===== src/rtl/pffe_pkg.sv =====
`timescale 1ns / 1ps
`default_nettype none

package pffe_pkg;

    localparam int SAMPLE_W    = 16;
    localparam int GAIN_W      = 8;
    localparam int PROD_W      = 24;
    localparam int QUEUE_DEPTH = 2;

    localparam logic [1:0] REG_FADE_IN  = 2'd0;
    localparam logic [1:0] REG_FADE_OUT = 2'd1;
    localparam logic [1:0] REG_TAIL     = 2'd2;

    typedef enum logic [1:0] {
        MODE_PASS  = 2'd0,
        MODE_SCALE = 2'd1,
        MODE_TAIL  = 2'd2,
        MODE_DROP  = 2'd3
    } mode_t;

    typedef struct packed {
        logic [6:0] ramp_frames;
        logic [4:0] fade_out_steps;
        logic [7:0] tail_samples;
    } cfg_t;

    typedef struct packed {
        logic signed [SAMPLE_W-1:0] sample;
        logic [GAIN_W-1:0]          num;
        logic [GAIN_W-1:0]          den;
        logic                       scale;
        logic                       last;
    } entry_t;

endpackage

`default_nettype wire


===== src/rtl/pffe_front.sv =====
`timescale 1ns / 1ps
`default_nettype none

module pffe_front
    import pffe_pkg::*;
#(
    parameter int FRAME_SAMPLES = 160
) (
    input  wire logic                       aclk,
    input  wire logic                       aresetn,
    input  wire cfg_t                       cfg,
    input  wire logic                       accept,
    input  wire logic signed [SAMPLE_W-1:0] sample,
    input  wire logic [7:0]                 frame_len,
    input  wire logic                       final_frame,
    input  wire logic                       round_start,
    input  wire logic                       later_round,
    input  wire logic                       stop_request,
    output logic                            push,
    output entry_t                          push_entry
);

    localparam int LEN_W = $clog2(FRAME_SAMPLES + 1);
    localparam int CMP_W = (LEN_W > 8) ? LEN_W : 8;

    logic [LEN_W-1:0] pos_reg, pos_next;
    logic [LEN_W-1:0] len_reg, len_next;
    mode_t            mode_reg, mode_next;
    logic [6:0]       fil_reg, fil_next;
    logic [6:0]       in_div_reg, in_div_next;
    logic             fading_reg, fading_next;
    logic [4:0]       fol_reg, fol_next;
    logic [4:0]       out_div_reg, out_div_next;
    logic             halted_reg, halted_next;
    logic [6:0]       num_reg, num_next;
    logic [6:0]       den_reg, den_next;

    logic [LEN_W-1:0] pos1;
    logic [CMP_W-1:0] len_ext;
    logic [CMP_W-1:0] len_c;
    logic [CMP_W-1:0] flen;
    logic [CMP_W-1:0] k_ext;
    logic [LEN_W-1:0] k;
    logic             last;

    always_comb begin
        pos_next     = pos_reg;
        len_next     = len_reg;
        mode_next    = mode_reg;
        fil_next     = fil_reg;
        in_div_next  = in_div_reg;
        fading_next  = fading_reg;
        fol_next     = fol_reg;
        out_div_next = out_div_reg;
        halted_next  = halted_reg;
        num_next     = num_reg;
        den_next     = den_reg;
        pos1         = pos_reg;
        len_ext      = CMP_W'(frame_len);
        len_c        = len_ext;
        flen         = '0;
        k_ext        = '0;
        k            = '0;
        last         = 1'b0;
        push         = 1'b0;
        push_entry   = '{sample: sample, num: '0, den: '0, scale: 1'b0, last: 1'b0};

        if (accept) begin
            // new round: clear stop state, arm fade-in
            if (round_start) begin
                halted_next = 1'b0;
                fading_next = 1'b0;
                fol_next    = '0;
                pos1        = '0;
                in_div_next = cfg.ramp_frames;
                fil_next    = later_round ? cfg.ramp_frames : 7'd0;
            end

            // frame start: pick the mode for the whole frame
            if (pos1 == '0) begin
                if (len_ext == '0) begin
                    len_c = CMP_W'(1);
                end else if (len_ext > CMP_W'(FRAME_SAMPLES)) begin
                    len_c = CMP_W'(FRAME_SAMPLES);
                end
                len_next = LEN_W'(len_c);
                if (halted_next) begin
                    mode_next = MODE_DROP;
                end else begin
                    if (stop_request && !fading_next) begin
                        fading_next  = 1'b1;
                        out_div_next = cfg.fade_out_steps;
                        fol_next     = cfg.fade_out_steps;
                    end
                    if (fading_next && fol_next == '0) begin
                        halted_next = 1'b1;
                        mode_next   = MODE_DROP;
                    end else if (fading_next) begin
                        num_next  = 7'(fol_next);
                        den_next  = 7'(out_div_next);
                        fol_next  = fol_next - 5'd1;
                        mode_next = MODE_SCALE;
                    end else if (fil_next != '0) begin
                        num_next  = in_div_next - fil_next;
                        den_next  = in_div_next;
                        fil_next  = fil_next - 7'd1;
                        mode_next = MODE_SCALE;
                    end else if (final_frame) begin
                        mode_next = MODE_TAIL;
                    end else begin
                        mode_next = MODE_PASS;
                    end
                end
            end

            last     = (CMP_W'(pos1) + CMP_W'(1)) >= CMP_W'(len_next);
            pos_next = last ? '0 : pos1 + LEN_W'(1);

            k     = len_next - LEN_W'(1) - pos1;
            k_ext = CMP_W'(k);
            flen  = (CMP_W'(len_next) < CMP_W'(cfg.tail_samples)) ?
                    CMP_W'(len_next) : CMP_W'(cfg.tail_samples);

            push_entry.last = last;
            case (mode_next)
                MODE_DROP: begin
                    push = 1'b0;
                end
                MODE_SCALE: begin
                    push             = 1'b1;
                    push_entry.scale = 1'b1;
                    push_entry.num   = GAIN_W'(num_next);
                    push_entry.den   = GAIN_W'(den_next);
                end
                MODE_TAIL: begin
                    push = 1'b1;
                    if (k_ext < flen) begin
                        push_entry.scale = 1'b1;
                        push_entry.num   = GAIN_W'(k_ext);
                        push_entry.den   = GAIN_W'(flen);
                    end
                end
                default: begin
                    push = 1'b1;
                end
            endcase
        end
    end

    always_ff @(posedge aclk) begin
        if (!aresetn) begin
            pos_reg     <= '0;
            len_reg     <= LEN_W'(1);
            mode_reg    <= MODE_PASS;
            fil_reg     <= '0;
            in_div_reg  <= '0;
            fading_reg  <= 1'b0;
            fol_reg     <= '0;
            out_div_reg <= '0;
            halted_reg  <= 1'b0;
            num_reg     <= '0;
            den_reg     <= '0;
        end else begin
            pos_reg     <= pos_next;
            len_reg     <= len_next;
            mode_reg    <= mode_next;
            fil_reg     <= fil_next;
            in_div_reg  <= in_div_next;
            fading_reg  <= fading_next;
            fol_reg     <= fol_next;
            out_div_reg <= out_div_next;
            halted_reg  <= halted_next;
            num_reg     <= num_next;
            den_reg     <= den_next;
        end
    end

endmodule

`default_nettype wire


===== src/rtl/pffe_queue.sv =====
`timescale 1ns / 1ps
`default_nettype none

module pffe_queue
    import pffe_pkg::*;
(
    input  wire logic   aclk,
    input  wire logic   aresetn,
    input  wire logic   push,
    input  wire entry_t push_entry,
    output logic        full,
    input  wire logic   pop,
    output logic        valid,
    output entry_t      pop_entry
);

    localparam int PTR_W = (QUEUE_DEPTH > 1) ? $clog2(QUEUE_DEPTH) : 1;
    localparam int CNT_W = $clog2(QUEUE_DEPTH + 1);

    entry_t             mem_reg [QUEUE_DEPTH];
    logic [PTR_W-1:0]   wr_ptr_reg, wr_ptr_next;
    logic [PTR_W-1:0]   rd_ptr_reg, rd_ptr_next;
    logic [CNT_W-1:0]   count_reg, count_next;
    logic               do_push;
    logic               do_pop;

    assign full      = (count_reg == CNT_W'(QUEUE_DEPTH));
    assign valid     = (count_reg != '0);
    assign pop_entry = mem_reg[rd_ptr_reg];
    assign do_push   = push && !full;
    assign do_pop    = pop && valid;

    always_comb begin
        wr_ptr_next = wr_ptr_reg;
        rd_ptr_next = rd_ptr_reg;
        count_next  = count_reg;
        if (do_push) begin
            wr_ptr_next = (wr_ptr_reg == PTR_W'(QUEUE_DEPTH - 1)) ? '0 : wr_ptr_reg + PTR_W'(1);
        end
        if (do_pop) begin
            rd_ptr_next = (rd_ptr_reg == PTR_W'(QUEUE_DEPTH - 1)) ? '0 : rd_ptr_reg + PTR_W'(1);
        end
        if (do_push && !do_pop) begin
            count_next = count_reg + CNT_W'(1);
        end else if (do_pop && !do_push) begin
            count_next = count_reg - CNT_W'(1);
        end
    end

    always_ff @(posedge aclk) begin
        if (!aresetn) begin
            wr_ptr_reg <= '0;
            rd_ptr_reg <= '0;
            count_reg  <= '0;
        end else begin
            wr_ptr_reg <= wr_ptr_next;
            rd_ptr_reg <= rd_ptr_next;
            count_reg  <= count_next;
        end
    end

    always_ff @(posedge aclk) begin
        if (do_push) begin
            mem_reg[wr_ptr_reg] <= push_entry;
        end
    end

endmodule

`default_nettype wire


===== src/rtl/pffe_back.sv =====
`timescale 1ns / 1ps
`default_nettype none

module pffe_back
    import pffe_pkg::*;
(
    input  wire logic                 aclk,
    input  wire logic                 aresetn,
    input  wire logic                 q_valid,
    input  wire entry_t               q_entry,
    output logic                      q_pop,
    output logic                      m_valid,
    input  wire logic                 m_ready,
    output logic [SAMPLE_W-1:0]       m_sample,
    output logic                      m_last
);

    localparam int DIV_STEPS = PROD_W / 2;
    localparam int CNT_W     = $clog2(DIV_STEPS);
    localparam int REM_W     = GAIN_W + 1;

    typedef enum logic [3:0] {
        ST_IDLE = 4'b0001,
        ST_MUL  = 4'b0010,
        ST_DIV  = 4'b0100,
        ST_DONE = 4'b1000
    } state_t;

    state_t              state_reg, state_next;
    entry_t              ent_reg, ent_next;
    logic [PROD_W-1:0]   div_reg, div_next;
    logic [REM_W-1:0]    rem_reg, rem_next;
    logic                neg_reg, neg_next;
    logic [CNT_W-1:0]    cnt_reg, cnt_next;
    logic                m_valid_reg, m_valid_next;
    logic [SAMPLE_W-1:0] m_sample_reg, m_sample_next;
    logic                m_last_reg, m_last_next;

    logic [SAMPLE_W-1:0] mag;
    logic [REM_W-1:0]    r1, r2;
    logic [REM_W-1:0]    d_ext;
    logic                b1, b2;
    logic [SAMPLE_W-1:0] q16;
    logic [SAMPLE_W-1:0] result;
    logic                out_free;

    assign m_valid  = m_valid_reg;
    assign m_sample = m_sample_reg;
    assign m_last   = m_last_reg;
    assign out_free = !m_valid_reg || m_ready;
    assign mag      = ent_reg.sample[SAMPLE_W-1] ? (~ent_reg.sample + SAMPLE_W'(1))
                                                 : ent_reg.sample;
    assign d_ext    = REM_W'(ent_reg.den);
    assign q16      = div_reg[SAMPLE_W-1:0];

    always_comb begin
        // two restoring steps a cycle
        r1 = {rem_reg[REM_W-2:0], div_reg[PROD_W-1]};
        b1 = (r1 >= d_ext);
        if (b1) begin
            r1 = r1 - d_ext;
        end
        r2 = {r1[REM_W-2:0], div_reg[PROD_W-2]};
        b2 = (r2 >= d_ext);
        if (b2) begin
            r2 = r2 - d_ext;
        end
    end

    always_comb begin
        if (!ent_reg.scale) begin
            result = ent_reg.sample;
        end else if (ent_reg.den == '0) begin
            result = '0;
        end else if (neg_reg) begin
            result = ~q16 + SAMPLE_W'(1);
        end else begin
            result = q16;
        end
    end

    always_comb begin
        state_next    = state_reg;
        ent_next      = ent_reg;
        div_next      = div_reg;
        rem_next      = rem_reg;
        neg_next      = neg_reg;
        cnt_next      = cnt_reg;
        m_valid_next  = m_valid_reg && !m_ready;
        m_sample_next = m_sample_reg;
        m_last_next   = m_last_reg;
        q_pop         = 1'b0;

        case (state_reg)
            ST_IDLE: begin
                if (q_valid) begin
                    q_pop      = 1'b1;
                    ent_next   = q_entry;
                    state_next = q_entry.scale ? ST_MUL : ST_DONE;
                end
            end
            ST_MUL: begin
                div_next   = PROD_W'(mag) * PROD_W'(ent_reg.num);
                neg_next   = ent_reg.sample[SAMPLE_W-1];
                rem_next   = '0;
                cnt_next   = '0;
                state_next = ST_DIV;
            end
            ST_DIV: begin
                div_next = {div_reg[PROD_W-3:0], b1, b2};
                rem_next = r2;
                cnt_next = cnt_reg + CNT_W'(1);
                if (cnt_reg == CNT_W'(DIV_STEPS - 1)) begin
                    state_next = ST_DONE;
                end
            end
            ST_DONE: begin
                if (out_free) begin
                    m_valid_next  = 1'b1;
                    m_sample_next = result;
                    m_last_next   = ent_reg.last;
                    state_next    = ST_IDLE;
                end
            end
            default: begin
                state_next = ST_IDLE;
            end
        endcase
    end

    always_ff @(posedge aclk) begin
        if (!aresetn) begin
            state_reg   <= ST_IDLE;
            m_valid_reg <= 1'b0;
        end else begin
            state_reg   <= state_next;
            m_valid_reg <= m_valid_next;
        end
    end

    always_ff @(posedge aclk) begin
        ent_reg      <= ent_next;
        div_reg      <= div_next;
        rem_reg      <= rem_next;
        neg_reg      <= neg_next;
        cnt_reg      <= cnt_next;
        m_sample_reg <= m_sample_next;
        m_last_reg   <= m_last_next;
    end

endmodule

`default_nettype wire


===== src/rtl/pcm_frame_fade_envelope.sv =====
`timescale 1ns / 1ps
`default_nettype none

// Fade envelope for framed signed 16-bit PCM. The front end takes one request a
// cycle while its two-entry queue has room, tracks frame position, round, fade-in
// and fade-out state and picks a gain for each sample; dropped samples never reach
// the queue. The back end multiplies the sample by the gain numerator and divides
// by the denominator, two quotient bits a cycle; a scaled sample goes through fetch,
// multiply, 12 divide steps and output, an unscaled one through fetch and output,
// one sample at a time; the divider sets the sustained rate. Results wait in an output
// register, so the back end works on the next sample while the sink stalls, holding
// a finished one until the register frees. Registers: ramp_frames (fade-in length)
// at 0x0, fade_out_steps at 0x4, tail_samples at 0x8; write them only while idle.

module pcm_frame_fade_envelope
    import pffe_pkg::*;
#(
    parameter int FRAME_SAMPLES = 160
) (
    input  wire logic        aclk,
    input  wire logic        aresetn,
    // APB configuration
    input  wire logic        psel,
    input  wire logic        penable,
    input  wire logic        pwrite,
    input  wire logic [3:0]  paddr,
    input  wire logic [31:0] pwdata,
    output logic [31:0]      prdata,
    output logic             pready,
    // input stream
    input  wire logic        s_tvalid,
    output logic             s_tready,
    input  wire logic [23:0] s_tdata,  // sample[15:0], frame_len[23:16]
    input  wire logic [3:0]  s_tuser,  // final_frame, round_start, later_round, stop_request
    // result stream
    output logic             m_tvalid,
    input  wire logic        m_tready,
    output logic [15:0]      m_tdata,  // sample_out[15:0]
    output logic             m_tlast   // frame_end
);

    cfg_t        cfg_reg, cfg_next;
    logic        cfg_write;
    logic [1:0]  reg_index;
    logic        accept;
    logic        q_push;
    entry_t      q_push_entry;
    logic        q_full;
    logic        q_pop;
    logic        q_valid;
    entry_t      q_entry;

    assign pready    = 1'b1;
    assign cfg_write = psel && penable && pwrite && pready;
    assign reg_index = paddr[3:2];
    assign s_tready  = !q_full;
    assign accept    = s_tvalid && s_tready;

    always_comb begin
        cfg_next = cfg_reg;
        if (cfg_write) begin
            case (reg_index)
                REG_FADE_IN:  cfg_next.ramp_frames    = pwdata[6:0];
                REG_FADE_OUT: cfg_next.fade_out_steps = pwdata[4:0];
                REG_TAIL:     cfg_next.tail_samples   = pwdata[7:0];
                default:      cfg_next = cfg_reg;
            endcase
        end
    end

    always_comb begin
        case (reg_index)
            REG_FADE_IN:  prdata = 32'(cfg_reg.ramp_frames);
            REG_FADE_OUT: prdata = 32'(cfg_reg.fade_out_steps);
            REG_TAIL:     prdata = 32'(cfg_reg.tail_samples);
            default:      prdata = '0;
        endcase
    end

    always_ff @(posedge aclk) begin
        if (!aresetn) begin
            cfg_reg <= '{ramp_frames: 7'd8, fade_out_steps: 5'd2, tail_samples: 8'd80};
        end else begin
            cfg_reg <= cfg_next;
        end
    end

    pffe_front #(
        .FRAME_SAMPLES(FRAME_SAMPLES)
    ) u_front (
        .aclk         (aclk),
        .aresetn      (aresetn),
        .cfg          (cfg_reg),
        .accept       (accept),
        .sample       (s_tdata[15:0]),
        .frame_len    (s_tdata[23:16]),
        .final_frame  (s_tuser[0]),
        .round_start  (s_tuser[1]),
        .later_round  (s_tuser[2]),
        .stop_request (s_tuser[3]),
        .push         (q_push),
        .push_entry   (q_push_entry)
    );

    pffe_queue u_queue (
        .aclk       (aclk),
        .aresetn    (aresetn),
        .push       (q_push),
        .push_entry (q_push_entry),
        .full       (q_full),
        .pop        (q_pop),
        .valid      (q_valid),
        .pop_entry  (q_entry)
    );

    pffe_back u_back (
        .aclk     (aclk),
        .aresetn  (aresetn),
        .q_valid  (q_valid),
        .q_entry  (q_entry),
        .q_pop    (q_pop),
        .m_valid  (m_tvalid),
        .m_ready  (m_tready),
        .m_sample (m_tdata),
        .m_last   (m_tlast)
    );

    a_push_has_room: assert property (@(posedge aclk) disable iff (!aresetn)
        q_push |-> !q_full)
        else $error("queue written while full");

    a_pop_has_data: assert property (@(posedge aclk) disable iff (!aresetn)
        q_pop |-> q_valid)
        else $error("queue read while empty");

    a_cfg_written: assert property (@(posedge aclk) disable iff (!aresetn)
        (cfg_write && reg_index == REG_TAIL) |=> cfg_reg.tail_samples == $past(pwdata[7:0]))
        else $error("tail register not written");

endmodule

`default_nettype wire

===== config.mk =====
export PLATFORM = sky130hd
export DESIGN_NAME = pcm_frame_fade_envelope
export DESIGN_NICKNAME = d
export VERILOG_FILES = /design/src/rtl/pffe_pkg.sv /design/src/rtl/pffe_front.sv /design/src/rtl/pffe_queue.sv /design/src/rtl/pffe_back.sv /design/src/rtl/pcm_frame_fade_envelope.sv
export SDC_FILE = /design/constraint.sdc
export NUM_CORES = 1
export LEC_CHECK = 0
export BUFFER_PORTS_ARGS = -buffer_cell sky130_fd_sc_hd__buf_2
export CORE_UTILIZATION = 50
export DETAILED_ROUTE_END_ITERATION = 12
export PLACE_DENSITY = 0.78
export SLEW_MARGIN = 0
export SYNTH_ARGS = -nofsm -noshare
export SYNTH_HDL_FRONTEND = slang
export SYNTH_HIERARCHICAL = 1
export SYNTH_SLANG_ARGS = --single-unit
export TNS_END_PERCENT = 10

===== constraint.sdc =====
create_clock -name aclk -period 10.2 [get_ports aclk]
set_input_delay 0.51 -clock aclk [delete_from_list [all_inputs] [get_ports aclk]]
set_output_delay 0.51 -clock aclk [all_outputs]
set_load 0.01 [all_outputs]

# Word-level counts from Yosys, hierarchy flattened
# Memories as Yosys holds them, arrays and structs flattened. A register that Yosys moved wholly into a read port is not among the register bits.
# Cells that the tools add are included.
# totals
ff_bits	175
ramBits	68
inputBits	71
out_inout_bits	52
wordCells	193
n_memories	1
# classes
n_addsub	15
multipliers	1
n_lt_le_gt_ge	6
n_eq_ne	14
mux	90
bitwise_logic	3
reduce_logical	33
# memory_table
name	depth	word_bits	rd	rd_ports_with_merged_regs	write_ports	line_no	source
u_queue.mem_reg	2	34	1	1	1	pffe_queue.sv:20	entry_t mem_reg [QUEUE_DEPTH];
# ops
cell	count
7-bit two-way mux	20
8-bit two-way mux	10
16-bit two-way mux	4
5-bit two-way mux	10
24-bit one-hot mux with 2 select lines	1
17-bit one-hot mux with 2 select lines	1
16-bit inverter	2
1-bit two-way mux	25
8-bit zero test	3
16-bit by 8-bit multiplier with 24-bit output	1
8-bit one-hot mux with 3 select lines	1
8-bit subtractor	3
9-bit by 8-bit greater-or-equal comparator with 1-bit output	2
18-bit two-way mux	1
2-bit two-way mux	9
17-bit two-way mux	1
16-bit by 1-bit adder with 16-bit output (second input constant)	1
16-bit by 2-bit adder with 16-bit output (second input constant)	1
8-bit less-than comparator	2
4-bit two-way mux	4
4-bit one-hot mux with 4 select lines	1
8-bit one-hot mux with 2 select lines	1
1-bit logical AND	10
2-bit AND reduction	5
28 further kinds	43

# Longest topological paths before layout
# logic_depth
word_depth	24
ltp_mapped	25
ltp_nobuf	21

# Modules after synthesis
# The synthesis kept the hierarchy.
# modules_own_cells
module	instances	cells_each	area_per_inst_um2	seq_area_each_um2
pffe_back	1	924	9215.1	2742.6
pffe_front	1	605	4869.7	1161.1
pffe_queue	1	131	2688.8	2142.1
pcm_frame_fade_envelope	1	135	1159.9	400.4

# Least setup slack after synthesis
# Ideal clock, no wire load.
# synth_timing
path_kind	register to register
start	reg u_back/ent_reg[18] (netlist bit)
end	reg u_back.div_reg[18] (data pin)
setup_time_ps	256
t_arrival_ps	6029
t_required_ps	9944
setup_slack_ps	3915
path_stages_with_launch	22
path_buffers	1
synth_period_minus_slack_ps	6285
cell_sequence	edfxtp_1 > clkbuf_1 > inv_1 > ha_1 > or3b_1 > or4_4 > o41ai_2 > xnor2_1 > nor2b_1 > fa_1 > fa_1 > fa_1 > inv_1 > fa_1 > inv_1 > ha_1 > a21oi_1 > nand2_1 > or4_4 > a211oi_4 > mux2i_1 > nor3_1
# synth_between
elab_chain_len	5
# synth_lines
item	line_no	source
start: declaration	pffe_back.sv:30	entry_t ent_reg, ent_next;
start signal: assignment	pffe_back.sv:142	ent_reg <= ent_next;
16-bit inverter	pffe_back.sv:51	assign mag = ent_reg.sample[SAMPLE_W-1] ? (~ent_reg.sample + SAMPLE_W'(1))
16-bit by 2-bit adder with 16-bit output	pffe_back.sv:51	
16-bit two-way mux (*)	pffe_back.sv:51	
16-bit by 8-bit multiplier with 24-bit output (*)	pffe_back.sv:103	div_next = PROD_W'(mag) * PROD_W'(ent_reg.num);
24-bit one-hot mux with 2 select lines (*)	pffe_back.sv:94	case (state_reg)
named net u_back.div_next[18]	pffe_back.sv:31	logic [PROD_W-1:0] div_reg, div_next;
end signal: assignment	pffe_back.sv:143	div_reg <= div_next;
end: declaration	pffe_back.sv:31	
# The timed path passes the listed nets; every way through them passes the cells marked *.
# A chain may end at the register's enable or synchronous reset.

# Worst setup path in the final report
# layout_timing
start	reg u_back/ent_reg[18] (netlist bit)
end	reg u_back.div_reg[20] (data pin)
# The elaborated chain is that of the path after synthesis.

==> run summary <==
### Synthesis
• Ys Warns: 6
• async set-or-reset flop fraction in the synthesized netlist: 0
• Top FF cell, synth: sky130_fd_sc_hd__edfxtp_1
• post-synthesis cell area: 17930 um2
• count of flip-flops with a built-in enable after synthesis: 156
• most area-consuming cells after synthesis: sky130_fd_sc_hd__edfxtp_1 (26%), sky130_fd_sc_hd__dfxtp_1 (9.8%), sky130_fd_sc_hd__fa_1 (9.8%)
• most used standard cell by instance count after synthesis: sky130_fd_sc_hd__inv_1
• gate count after technology mapping: 1795
• top cell types by occurrence after synthesis: sky130_fd_sc_hd__inv_1 (176), sky130_fd_sc_hd__edfxtp_1 (156), sky130_fd_sc_hd__nor2b_1 (126)
• portion of synthesized cell area occupied by the leading cell type: 0.2612
• flop and latch count out of synthesis: 244
• Synth cell types: 97
• share of synthesized area occupied by flip-flops and latches: 0.3595
• cell taking the most area after synthesis: sky130_fd_sc_hd__edfxtp_1
• mean area per synthesized cell: 9.991 um2

### STA
• Final Hold Viols: 0
• Fmax achieved: 142.0 MHz
• number of pins exceeding their max-slew limit in the final report: 0
• minimum clock period after layout: 7.043 ns
• setup-violating endpoint count in the final report: 0
• Rel. slew slack: 0.2984
• setup repair after global routing missed its margin: no
• Tightest Pin Transition: 1.052 ns
• accumulated negative setup slack: 0 ns
• Layout Skew: 0.01622 ns
• period utilisation layout: 0.6904

### Finish
• ratio of cells with drive above 1 in the final layout: 0.1191
• Layout area overhead: 8.142%
• non-filler cells in the finished layout: 2302
• max reg flops: 68
• n_diodes: 0
• final net count: 2092
• post-layout instance area: 19390 um2
• filler cell count: 2930

### Critical path
• Worst Path Max Fanout: 11
• WP data arrival: 7.40 ns
• CP endpoint kind: flip-flop
• kind of start point of the critical path: flip-flop
• Setup CP Type: reg2reg
• Required @ worst endpoint: 10.55 ns
• R2R setup slack: 3.16 ns

### Placed design
• final weighted congestion in routability-driven placement: 0.8979
• Cell Count Post-Placement: 2253
• total placed instance area: 18490 um2
• Port Buffer Count: 71
• Detailed Place HPWL: 30.91 mm

### Die
• std cell rows: 68
• core box area: 34880 um2
• initial cell density of the core: 0.5141
• overall die width: 191.4 um
• IO Count: 123
• y dimension of the die: 191.4 um
• die outline area: 36630 um2

### Drt
• detailed router's first-iteration violation count: 960
• DR DRC count: 0
• overall routed net length: 40.90 mm
• number of detailed-route iterations in the first pass: 5
• via count normalized by instance count: 5.789
• number of vias in the routed layout: 13327
• remaining number of nets flagged by the antenna check after routing: 0
• wire length per cell after detailed routing: 17.77 um

### Global routing
• global-route total usage across every layer: 0.2244
• global-route wire length before repair: 65.81 mm
• antenna violations before repair: 0
• via count of the first global-routing pass: 12915
• overflow left after global routing: 0
• maximum number of pins on one net before global-route repair: 58

### Flow run
• MaxCap Viol Count: 0

### CTS
• buffers from clock root to sink, at most: 3
• clock latency of the later-clocked register in the worst-skew pair: 0.54 ns
• post_cts resized: 0
• clock slew seen by the registers of the worst setup and hold paths: 0.06 ns
• Post-CTS Setup Inserts: 0
• Sinks on Clock Net: 244
• master cell of the clock root buffer: sky130_fd_sc_hd__clkbuf_16
• CTS HTree Levels: 1
• clock tree from TritonCTS: done
• count of hold-fix buffers inserted at cts: 0
• cts bufs inserted: 27

### Hold path
• worst min-delay path class: in2reg

### Run status
• outcome: finished clean

[metal layers]
metal	vias to the layer above	global-route usage	part of all wire
met3	94	0.02791	0.054
met2	430	0.3634	0.47
met4	0	0.09615	0.040
met5	-	0	0
li1	6320	-	-
met1	6483	0.3020	0.44
[layout make-up]
class	instances	area [um2]	area share
multi-input combinational	1292	10340	0.5334
sequential	244	6446	0.3324
clock buffer	36	749.5	0.03865
inverter	177	664.4	0.03426
tap	455	569.3	0.02935
timing repair buffer	85	460.4	0.02374
clock inverter	13	158.9	0.008194
[worst paths after layout]
| path | start | endpoint | cells past startpoint |
|---|---|---|---|
| max | u_back/ent_reg[18] | u_back/div_reg[20] | 20 |
| min | s_tdata[14] | u_queue/mem_reg[1][32] | 1 |
| max reg2reg | u_back/ent_reg[18] | u_back/div_reg[20] | 20 |
| min reg2reg | u_front/fol_reg[3] | u_front/fol_reg[3] | 2 |
[per-stage QoR]
stage | hold WS, ns | utilization | worst slack [ns]
after global routing | 0.1502 | 0.5560 | 2.923
after floorplan | 0.4003 | - | 3.915
after detailed placement | 0.4483 | 0.5299 | 3.239
final | 0.1627 | 0.5560 | 3.157
after global placement | 0.4428 | 0.5299 | 3.302
after CTS | 0.1405 | 0.5560 | 3.171
[critical path, cell delays in order (launching register included)]
cell and delay, ns:
sky130_fd_sc_hd__edfxtp_1 0.60, sky130_fd_sc_hd__inv_1 0.16, sky130_fd_sc_hd__ha_1 0.17, sky130_fd_sc_hd__or3b_1 0.39, sky130_fd_sc_hd__or4_4 0.45, sky130_fd_sc_hd__o41ai_2 0.24
sky130_fd_sc_hd__xnor2_1 0.45, sky130_fd_sc_hd__nor2b_1 0.16, sky130_fd_sc_hd__fa_1 0.56, sky130_fd_sc_hd__fa_1 0.45, sky130_fd_sc_hd__fa_1 0.57, sky130_fd_sc_hd__inv_1 0.06
sky130_fd_sc_hd__fa_1 0.54, sky130_fd_sc_hd__inv_1 0.04, sky130_fd_sc_hd__ha_1 0.37, sky130_fd_sc_hd__a21oi_1 0.23, sky130_fd_sc_hd__nand2_1 0.11, sky130_fd_sc_hd__or4_4 0.58
sky130_fd_sc_hd__a211oi_4 0.35, sky130_fd_sc_hd__a211oi_1 0.13, sky130_fd_sc_hd__a211oi_1 0.26
[placed cells by master (no fill, tap or decap), types with 11 or more instances in the layout]
master,Yosys,layout
sky130_fd_sc_hd__and2_1,27,27
sky130_fd_sc_hd__nand2b_1,36,36
sky130_fd_sc_hd__ha_1,106,106
sky130_fd_sc_hd__nor3_1,18,18
sky130_fd_sc_hd__o211ai_1,11,11
sky130_fd_sc_hd__a21oi_1,66,66
sky130_fd_sc_hd__buf_2,11,71
sky130_fd_sc_hd__o21a_1,18,18
sky130_fd_sc_hd__nor2_1,121,121
sky130_fd_sc_hd__a211oi_1,23,23
sky130_fd_sc_hd__dfxtp_1,88,88
sky130_fd_sc_hd__xor2_1,31,31
sky130_fd_sc_hd__a31oi_1,11,11
sky130_fd_sc_hd__o21ai_0,65,65
sky130_fd_sc_hd__buf_4,48,14
sky130_fd_sc_hd__edfxtp_1,156,156
sky130_fd_sc_hd__mux2i_1,51,51
sky130_fd_sc_hd__fa_1,88,88
sky130_fd_sc_hd__nand2_1,108,108
sky130_fd_sc_hd__a22oi_1,11,11
sky130_fd_sc_hd__nor2b_1,126,125
sky130_fd_sc_hd__nand3_1,28,28
sky130_fd_sc_hd__xnor2_1,43,43
sky130_fd_sc_hd__and3_1,13,13
sky130_fd_sc_hd__inv_1,176,176
sky130_fd_sc_hd__conb_1,2,25
sky130_fd_sc_hd__o22ai_1,30,30
sky130_fd_sc_hd__a32o_1,11,11
sky130_fd_sc_hd__mux2_2,49,49
sky130_fd_sc_hd__clkbuf_16,0,27
[kinds of logic (layout without fill, tap and decap cells)]
logic type,count (synthesis),after routing,share of synthesized area
AND/OR/NAND/NOR,544,544,0.1625
AO/OA/AOI/OAI,352,352,0.1374
buffers and inverters,282,311,0.06998
flip-flops,244,244,0.3595
adder cells (fa/ha/maj),194,194,0.1722
multiplexers,101,101,0.06007
XOR/XNOR,76,76,0.03795
other,2,25,0.0004188
Power is not shown: default switching activity piles up to over one toggle a cycle in this logic, so the estimate is an artifact.
